## src/rtl/core/radial_hazard_field_sum_unit_macros.svh

```systemverilog
// assertion macros shared by the rtl
`ifndef RADIAL_HAZARD_FIELD_SUM_UNIT_MACROS_SVH
`define RADIAL_HAZARD_FIELD_SUM_UNIT_MACROS_SVH
// a implies b in the same cycle
`define RHF_ASSERT_IMPL(label, a, b) \
  label: assert property (@(posedge clk) disable iff (!rst_n) (a) |-> (b)) \
    else $error("assertion failed");
// a implies b in the next cycle
`define RHF_ASSERT_NEXT(label, a, b) \
  label: assert property (@(posedge clk) disable iff (!rst_n) (a) |=> (b)) \
    else $error("assertion failed");
`endif

```

## src/rtl/core/rhf_pkg.sv

```systemverilog
// ---------------------------------------------------------------------------
// rhf_pkg
// types and constants for the radial hazard field sum unit
// ---------------------------------------------------------------------------
package rhf_pkg;
  localparam int unsigned MaxPointsDef = 64;
  localparam int unsigned DangerW = 22;
  localparam logic [DangerW-1:0] DangerMax = 22'h3FFFFF;
  localparam logic CmdLoad = 1'b0;
  localparam logic CmdQuery = 1'b1;

  typedef enum logic [2:0] {
    ST_IDLE, ST_READ, ST_DIFF, ST_SQRT, ST_CHECK, ST_DIV, ST_ACC, ST_OUT
  } rhf_state_t;

  // control from sequencer to the shared datapath
  typedef struct packed {
    logic start_sqrt;
    logic start_div;
  } rhf_ctrl_t;

  typedef struct packed {
    logic sqrt_done;
    logic div_done;
  } rhf_stat_t;
endpackage

```

## src/rtl/core/rhf_shift_unit.sv

```systemverilog
// ---------------------------------------------------------------------------
// rhf_shift_unit
// shared shift-subtract unit: 33-bit integer square root (1 bit/cycle) and
// 32/16 restoring division (1 bit/cycle)
// ---------------------------------------------------------------------------
module rhf_shift_unit
  import rhf_pkg::*;
(
  input  logic        clk,
  input  logic        rst_n,
  input  rhf_ctrl_t   ctrl,
  input  logic [32:0] sq_val,
  input  logic [31:0] dividend,
  input  logic [15:0] divisor,
  output logic [16:0] root,
  output logic [31:0] quot,
  output rhf_stat_t   stat
);
  logic        busy_r, busy_nxt, mode_r, mode_nxt;
  logic [5:0]  cnt_r, cnt_nxt;
  logic [33:0] rem_r, rem_nxt;
  logic [33:0] acc_r, acc_nxt;   // sqrt: operand bits; div: quotient
  logic [16:0] root_r, root_nxt;
  logic [15:0] dvs_r, dvs_nxt;
  logic        done_r, done_nxt;
  logic [33:0] trial;
  logic [33:0] rsh;

  always_comb begin
    busy_nxt = busy_r; mode_nxt = mode_r; cnt_nxt = cnt_r; rem_nxt = rem_r;
    acc_nxt = acc_r; root_nxt = root_r; dvs_nxt = dvs_r; done_nxt = 1'b0;
    trial = '0; rsh = '0;
    if (ctrl.start_sqrt) begin
      busy_nxt = 1'b1; mode_nxt = 1'b0; cnt_nxt = 6'd17;
      rem_nxt = '0; acc_nxt = {1'b0, sq_val}; root_nxt = '0;
    end else if (ctrl.start_div) begin
      busy_nxt = 1'b1; mode_nxt = 1'b1; cnt_nxt = 6'd32;
      rem_nxt = '0; acc_nxt = {2'b0, dividend}; dvs_nxt = divisor;
    end else if (busy_r) begin
      if (!mode_r) begin
        // digit recurrence: bring in two bits, try 4*root+1
        rsh = {rem_r[31:0], acc_r[33:32]};
        trial = {15'd0, root_r, 2'b01};
        acc_nxt = {acc_r[31:0], 2'b00};
        if (rsh >= trial) begin
          rem_nxt = rsh - trial; root_nxt = {root_r[15:0], 1'b1};
        end else begin
          rem_nxt = rsh; root_nxt = {root_r[15:0], 1'b0};
        end
      end else begin
        rsh = {rem_r[32:0], acc_r[31]};
        trial = {18'd0, dvs_r};
        if (rsh >= trial) begin
          rem_nxt = rsh - trial; acc_nxt = {acc_r[32:0], 1'b1};
        end else begin
          rem_nxt = rsh; acc_nxt = {acc_r[32:0], 1'b0};
        end
      end
      cnt_nxt = cnt_r - 6'd1;
      if (cnt_r == 6'd1) begin
        busy_nxt = 1'b0; done_nxt = 1'b1;
      end
    end
  end

  always_ff @(posedge clk) begin
    if (!rst_n) begin
      busy_r <= 1'b0; done_r <= 1'b0; cnt_r <= '0;
    end else begin
      busy_r <= busy_nxt; done_r <= done_nxt; cnt_r <= cnt_nxt;
    end
    mode_r <= mode_nxt; rem_r <= rem_nxt; acc_r <= acc_nxt;
    root_r <= root_nxt; dvs_r <= dvs_nxt;
  end

  assign root = root_r;
  assign quot = acc_r[31:0];
  assign stat.sqrt_done = done_r & ~mode_r;
  assign stat.div_done = done_r & mode_r;
endmodule

```

## config.mk

```make
export PLATFORM = sky130hd
export DESIGN_NAME = rhf_shift_unit
export DESIGN_NICKNAME = d
export VERILOG_FILES = /design/src/rtl/core/radial_hazard_field_sum_unit_macros.svh /design/src/rtl/core/rhf_pkg.sv /design/src/rtl/core/rhf_shift_unit.sv
export SDC_FILE = /design/constraint.sdc
export NUM_CORES = 1
export LEC_CHECK = 0
export BUFFER_PORTS_ARGS = -buffer_cell sky130_fd_sc_hd__buf_2
export CAP_MARGIN = 20
export CORE_UTILIZATION = 25
export CTS_BUF_LIST = sky130_fd_sc_hd__clkbuf_4
export CTS_CLUSTER_DIAMETER = 80
export DETAILED_ROUTE_END_ITERATION = 8
export GPL_ROUTABILITY_DRIVEN = 0
export GPL_TIMING_DRIVEN = 1
export HOLD_SLACK_MARGIN = 0.02
export PLACE_DENSITY = 0.47
export SYNTH_ARGS = -nofsm -noshare
export SYNTH_HDL_FRONTEND = slang
export SYNTH_SLANG_ARGS = --single-unit
```

## constraint.sdc

```tcl
create_clock -name clk -period 7.7 [get_ports clk]
set_input_delay 1.155 -clock clk [delete_from_list [all_inputs] [get_ports clk]]
set_output_delay 1.155 -clock clk [all_outputs]
set_load 0.005 [all_outputs]
```

# --- After elaboration in Yosys (flattened, before gate mapping) ---
# Index checks and enable logic that the tools add are counted.
# Widths: inputs -> output; s select.
classes:
  magnitude_cmp: 2
  eq_ne: 1
  muxes: 17
  shift: 0
  n_bitwise: 7
  mul: 0
  n_div: 0
  add_sub_neg: 3
  reduce_logical: 8
ops:
  columns: ["operator", "count"]
  rows:
  - ["$mux 33", 6]
  - ["$ge 34x16->1", 1]
  - ["$ge 34x19->1", 1]
  - ["$mux 34", 1]
  - ["$sub 33x16->33", 1]
  - ["$sub 33x19->33", 1]
  - ["$mux 6", 2]
  - ["$mux 1", 7]
  - ["$eq 6x1->1 const B", 1]
  - ["$sub 6x1->6 const B", 1]
  - ["$mux 5", 1]
  - ["$not 1->1", 5]
  - ["$reduce_or 2->1", 2]
  - ["$reduce_or 4->1", 1]
  - ["$reduce_and 3->1", 1]
  - ["$reduce_bool 3->1", 1]
  - ["$reduce_or 3->1", 1]
  - ["$and 1x1->1", 2]
  - ["$reduce_and 2->1", 1]
  - ["$reduce_bool 2->1", 1]
totals:
  word_cells: 49
  output_inout_bits: 51
  mem_count: 0
  regBits: 109
  romBits: 0
  latch_bits: 0
  ram_bits: 0

# --- Depth between registers and ports, before layout ---
depth:
  word_depth: 6
  ltp_mapped: 14

# --- Least setup slack after synthesis ---
# OpenSTA, ideal clock, no wires.
synth_path:
  path_kind: "input to register"
  from: "input ctrl[0] (netlist name)"
  to: "register acc_r[0] (enable)"
  n_path_buf: 3
  required_time_ps: 7289
  setup_time_ps: 411
  stages: 6
  arrival_time_ps: 2794
  path_slack_ps: 4496
  cell_sequence: "clkbuf_1 > or2_2 > buf_2 > nor2_1 > clkbuf_1 > inv_1"
synth_between:
  elab_chain_len: 1
synth_lines:
  columns: ["item", "line_no", "rtl"]
  rows:
  - ["start: declaration", "rhf_shift_unit.sv:11", "input rhf_ctrl_t ctrl,"]
  - ["$reduce_bool 3->1 (no source line)", null, null]
  - ["end signal: assignment", "rhf_shift_unit.sv:72", "mode_r <= mode_nxt; rem_r <= rem_nxt; acc_r <= acc_nxt;"]
  - ["end: declaration", "rhf_shift_unit.sv:22", "logic [33:0] acc_r, acc_nxt;"]
# No other way between the ends.
# A chain may end at the register's enable or synchronous reset.

# --- Final worst setup path ---
layout_path:
  from: "register acc_r[31]"
  to: "register rem_r[16]"
layout_between:
  elab_chain_len: 3
  elab_cells_between_ends: 4
layout_lines:
  columns: ["item", "line_no", "rtl"]
  rows:
  - ["$sub 33x16->33 or $ge 34x16->1 (tied branches)", "rhf_shift_unit.sv:54, rhf_shift_unit.sv:53", null]
  - ["$mux 33 *", "rhf_shift_unit.sv:53", "if (rsh >= trial) begin"]
  - ["$mux 33 *", "rhf_shift_unit.sv:40", "if (!mode_r) begin"]
  - ["end signal: assignment", "rhf_shift_unit.sv:72", null]
  - ["end: declaration", "rhf_shift_unit.sv:21", "logic [33:0] rem_r, rem_nxt;"]
# Every way passes the cells marked *; elsewhere a longest branch is shown, timed or not.

==> flow_metrics.py <==
metrics = {
    "outcome": {
        "status": "finished clean",
    },
    "floorplanning": {
        "ios": 136,
        "fp.dieH_um": 184,
        "coreArea_sq_um": 32600,
        "dieWidth_um": 184,
        "start_util": 0.255,
        "row_count": 66,
        "dieArea_sq_um": 34000,
    },
    "synth": {
        "netlist_instances": 1034,
        "synth_edf_count": 49,
        "synth-main-ff-cell": "dfxtp_1",
        "synth_area_leaders": "edfxtp_1 (18%), dfxtp_1 (14%), nand2_1 (6.2%)",
        "postSynthRegisterBits": 109,
        "ys_warn_count": 0,
        "seq_area_frac_synth": 0.322,
        "synthMostInstantiatedCell": "nand2_1",
        "syn_area_sq_um": 8310,
        "yosys-top-cells-count": "nand2_1 (137), nor2_1 (97), a21oi_1 (88), o21ai_0 (70), dfxtp_1 (60)",
        "ys_types": 76,
        "avgSynthCellArea_sq_um": 8.03,
        "synth_fp_nets": 1157,
        "yosysTopAreaCellShare": 0.177,
        "synth_area_leader_cell": "edfxtp_1",
        "async_flop_share": 0,
    },
    "placement": {
        "placed_area_sq_um": 9100,
        "hpwl_mm": 19.7,
        "portBuffers": 135,
    },
    "final_layout": {
        "nets": 1221,
        "drive_gt1_frac": 0.171,
        "area_delta_synth_final_pct": 11.2,
        "design_area_sq_um": 9240,
    },
    "grt": {
        "grt_max_degree": 90,
        "grt_pass1_wl_mm": 41.4,
        "grt_pass1_vias": 7494,
        "antenna_found_initial": 3,
        "grt-ovfl-total": 0,
        "gr-usage-all-layers": 0.157,
    },
    "clock_tree": {
        "clk_root_buffer_cell": "clkbuf_4",
        "cts.repair.resized": 0,
        "cts_setup_buffers": 0,
        "clk_latency_ns": 0.56,
        "cts_tree": "yes",
        "clkSinkCount": 109,
        "cts_hold_buf": 0,
        "clk_path_buf_depth": 2,
        "cts_buffers": 9,
        "h-tree-depth": 3,
        "path_clk_slew_ns": 0.23,
    },
    "worst_setup_path": {
        "rrSetupSlack_ns": 3.84,
        "cp.arrival_ns": 4.32,
        "end_kind": "register",
        "critPathKind": "reg -> reg",
        "crit_fanout": 20,
        "startpoint_type": "register",
        "r2r_cells": 12,
        "critPathRequiredTime_ns": 8.15,
    },
    "power": {
        "power.density_nw_per_um2": 296,
        "leakagePower_nw": 3.79,
        "vdd_drop_max_v": 0.000150,
    },
    "min_path": {
        "hold_path.class": "reg -> reg",
        "hold_depth": 2,
    },
    "sta": {
        "period_share": 0.502,
        "setup_tns_ns": 0,
        "rsz0062_at_grt": "false",
        "slew_headroom": 0.380,
        "finalCriticalPeriod_ns": 3.86,
        "setup_violations": 0,
        "fin_skew_ns": 0.0329,
        "finalHoldViolations": 0,
        "worst_pin_slew_ns": 0.929,
        "max_freq_mhz": 259,
        "drv_slew": 0,
    },
    "routing": {
        "vias": 7702,
        "totalWireLength_mm": 26.2,
        "drtAntennaViolNets": 0,
        "drt-wirelength-per-cell_um": 16.9,
        "viasPerCell": 4.98,
        "drcViolationCount": 0,
        "drt-initial-drc-count": 532,
        "first_pass_iters": 5,
    },
    "run": {
        "maxCapViolCount": 0,
    },
}
[through the flow]
stage	utilization	total power [mW]	setup WS [ns]	hold slack [ns]	instances
3_3_place_gp	0.278	2.41	3.89	0.459	1527
3_5_place_dp	0.279	2.41	3.86	0.476	1529
2_1_floorplan	-	2.04	4.50	0.427	1034
6_report	0.283	2.74	3.84	0.494	1547
4_1_cts	0.283	2.74	3.80	0.500	1545
5_1_grt	0.283	2.96	3.51	0.517	1547
[placed cells by master, fill, tap and decap left out, types with 7 or more instances in the layout]
master and n:
edfxtp_1 49, nand4_1 15, mux2i_1 36, a21oi_1 88, xor2_1 24, nor2_1 97, nand3b_1 11, inv_1 53
nor3b_1 7, nor2b_1 8, o21ai_1 9, o211ai_1 14, nor4_1 8, clkbuf_4 10, nand2_1 137, xnor2_1 29
o21ai_0 70, a211oi_1 13, ha_1 37, mux2_2 7, a21o_1 13, nand3_1 14, buf_2 135, a31oi_1 7
nor3_1 22, dfxtp_1 59, o21a_1 10, buf_4 10, nand2b_1 11
[power breakdown]
group	internal [mW]	leakage [nW]	switching (mW)
clock	0.0805	0.0778	0.246
sequential	0.666	0.992	0.0884
combinational	0.649	2.72	1.01
[registers in the layout (all words and copies together) (netlist names)]
name    flops
busy_r      1
root       17
acc_r      34
done_r      1
mode_r      1
rem_r      33
cnt_r       6
dvs_r      16
[layer usage]
layer | up-vias | part of all wire | track usage
met2 | 280 | 0.47 | 0.258
met3 | 40 | 0.069 | 0.0350
met5 | - | 0.00031 | 0
met1 | 3600 | 0.44 | 0.201
met4 | 2 | 0.020 | 0.0513
li1 | 3780 | - | -
[worst max-delay path: stages (launching register included)]
cell and delay (ns):
edfxtp_1 0.53, inv_1 0.10, ha_1 0.15, inv_1 0.05, fa_1 0.42, a211oi_1 0.40, nor3b_1 0.10, o21ai_0 0.46
and4_1 0.90, nor3b_1 0.14, xnor2_1 0.17, nor2_1 0.06, a221o_1 0.26
[logic make-up after synthesis]
| kind of cell | synth area share |
|---|---|
| AO/OA/AOI/OAI | 0.217 |
| AND/OR/NAND/NOR | 0.205 |
| adder cells (fa/ha/maj) | 0.0581 |
| buffers and inverters | 0.0892 |
| multiplexers | 0.0529 |
| XOR/XNOR | 0.0559 |
| flip-flops | 0.322 |
[final cells by class]
| class | count | area, sq um |
|---|---|---|
| Antenna cell | 2 | 5.00 |
| Clock buffer | 10 | 75.1 |
| Timing Repair Buffer | 146 | 778 |
| Tap cell | 442 | 553 |
| Inverter | 53 | 199 |
| Clock inverter | 6 | 60.1 |
| Sequential cell | 109 | 2680 |
| Multi-Input combinational cell | 779 | 4890 |
| Fill cell | 3593 | 23400 |
[worst paths after layout]
path                   from         to
setup reg to reg  acc_r[31]  rem_r[16]
hold reg to reg     root[2]    root[3]
hold / removal      root[2]    root[3]
setup / recovery  acc_r[31]  rem_r[16]
(Power assumes the default switching activity.)
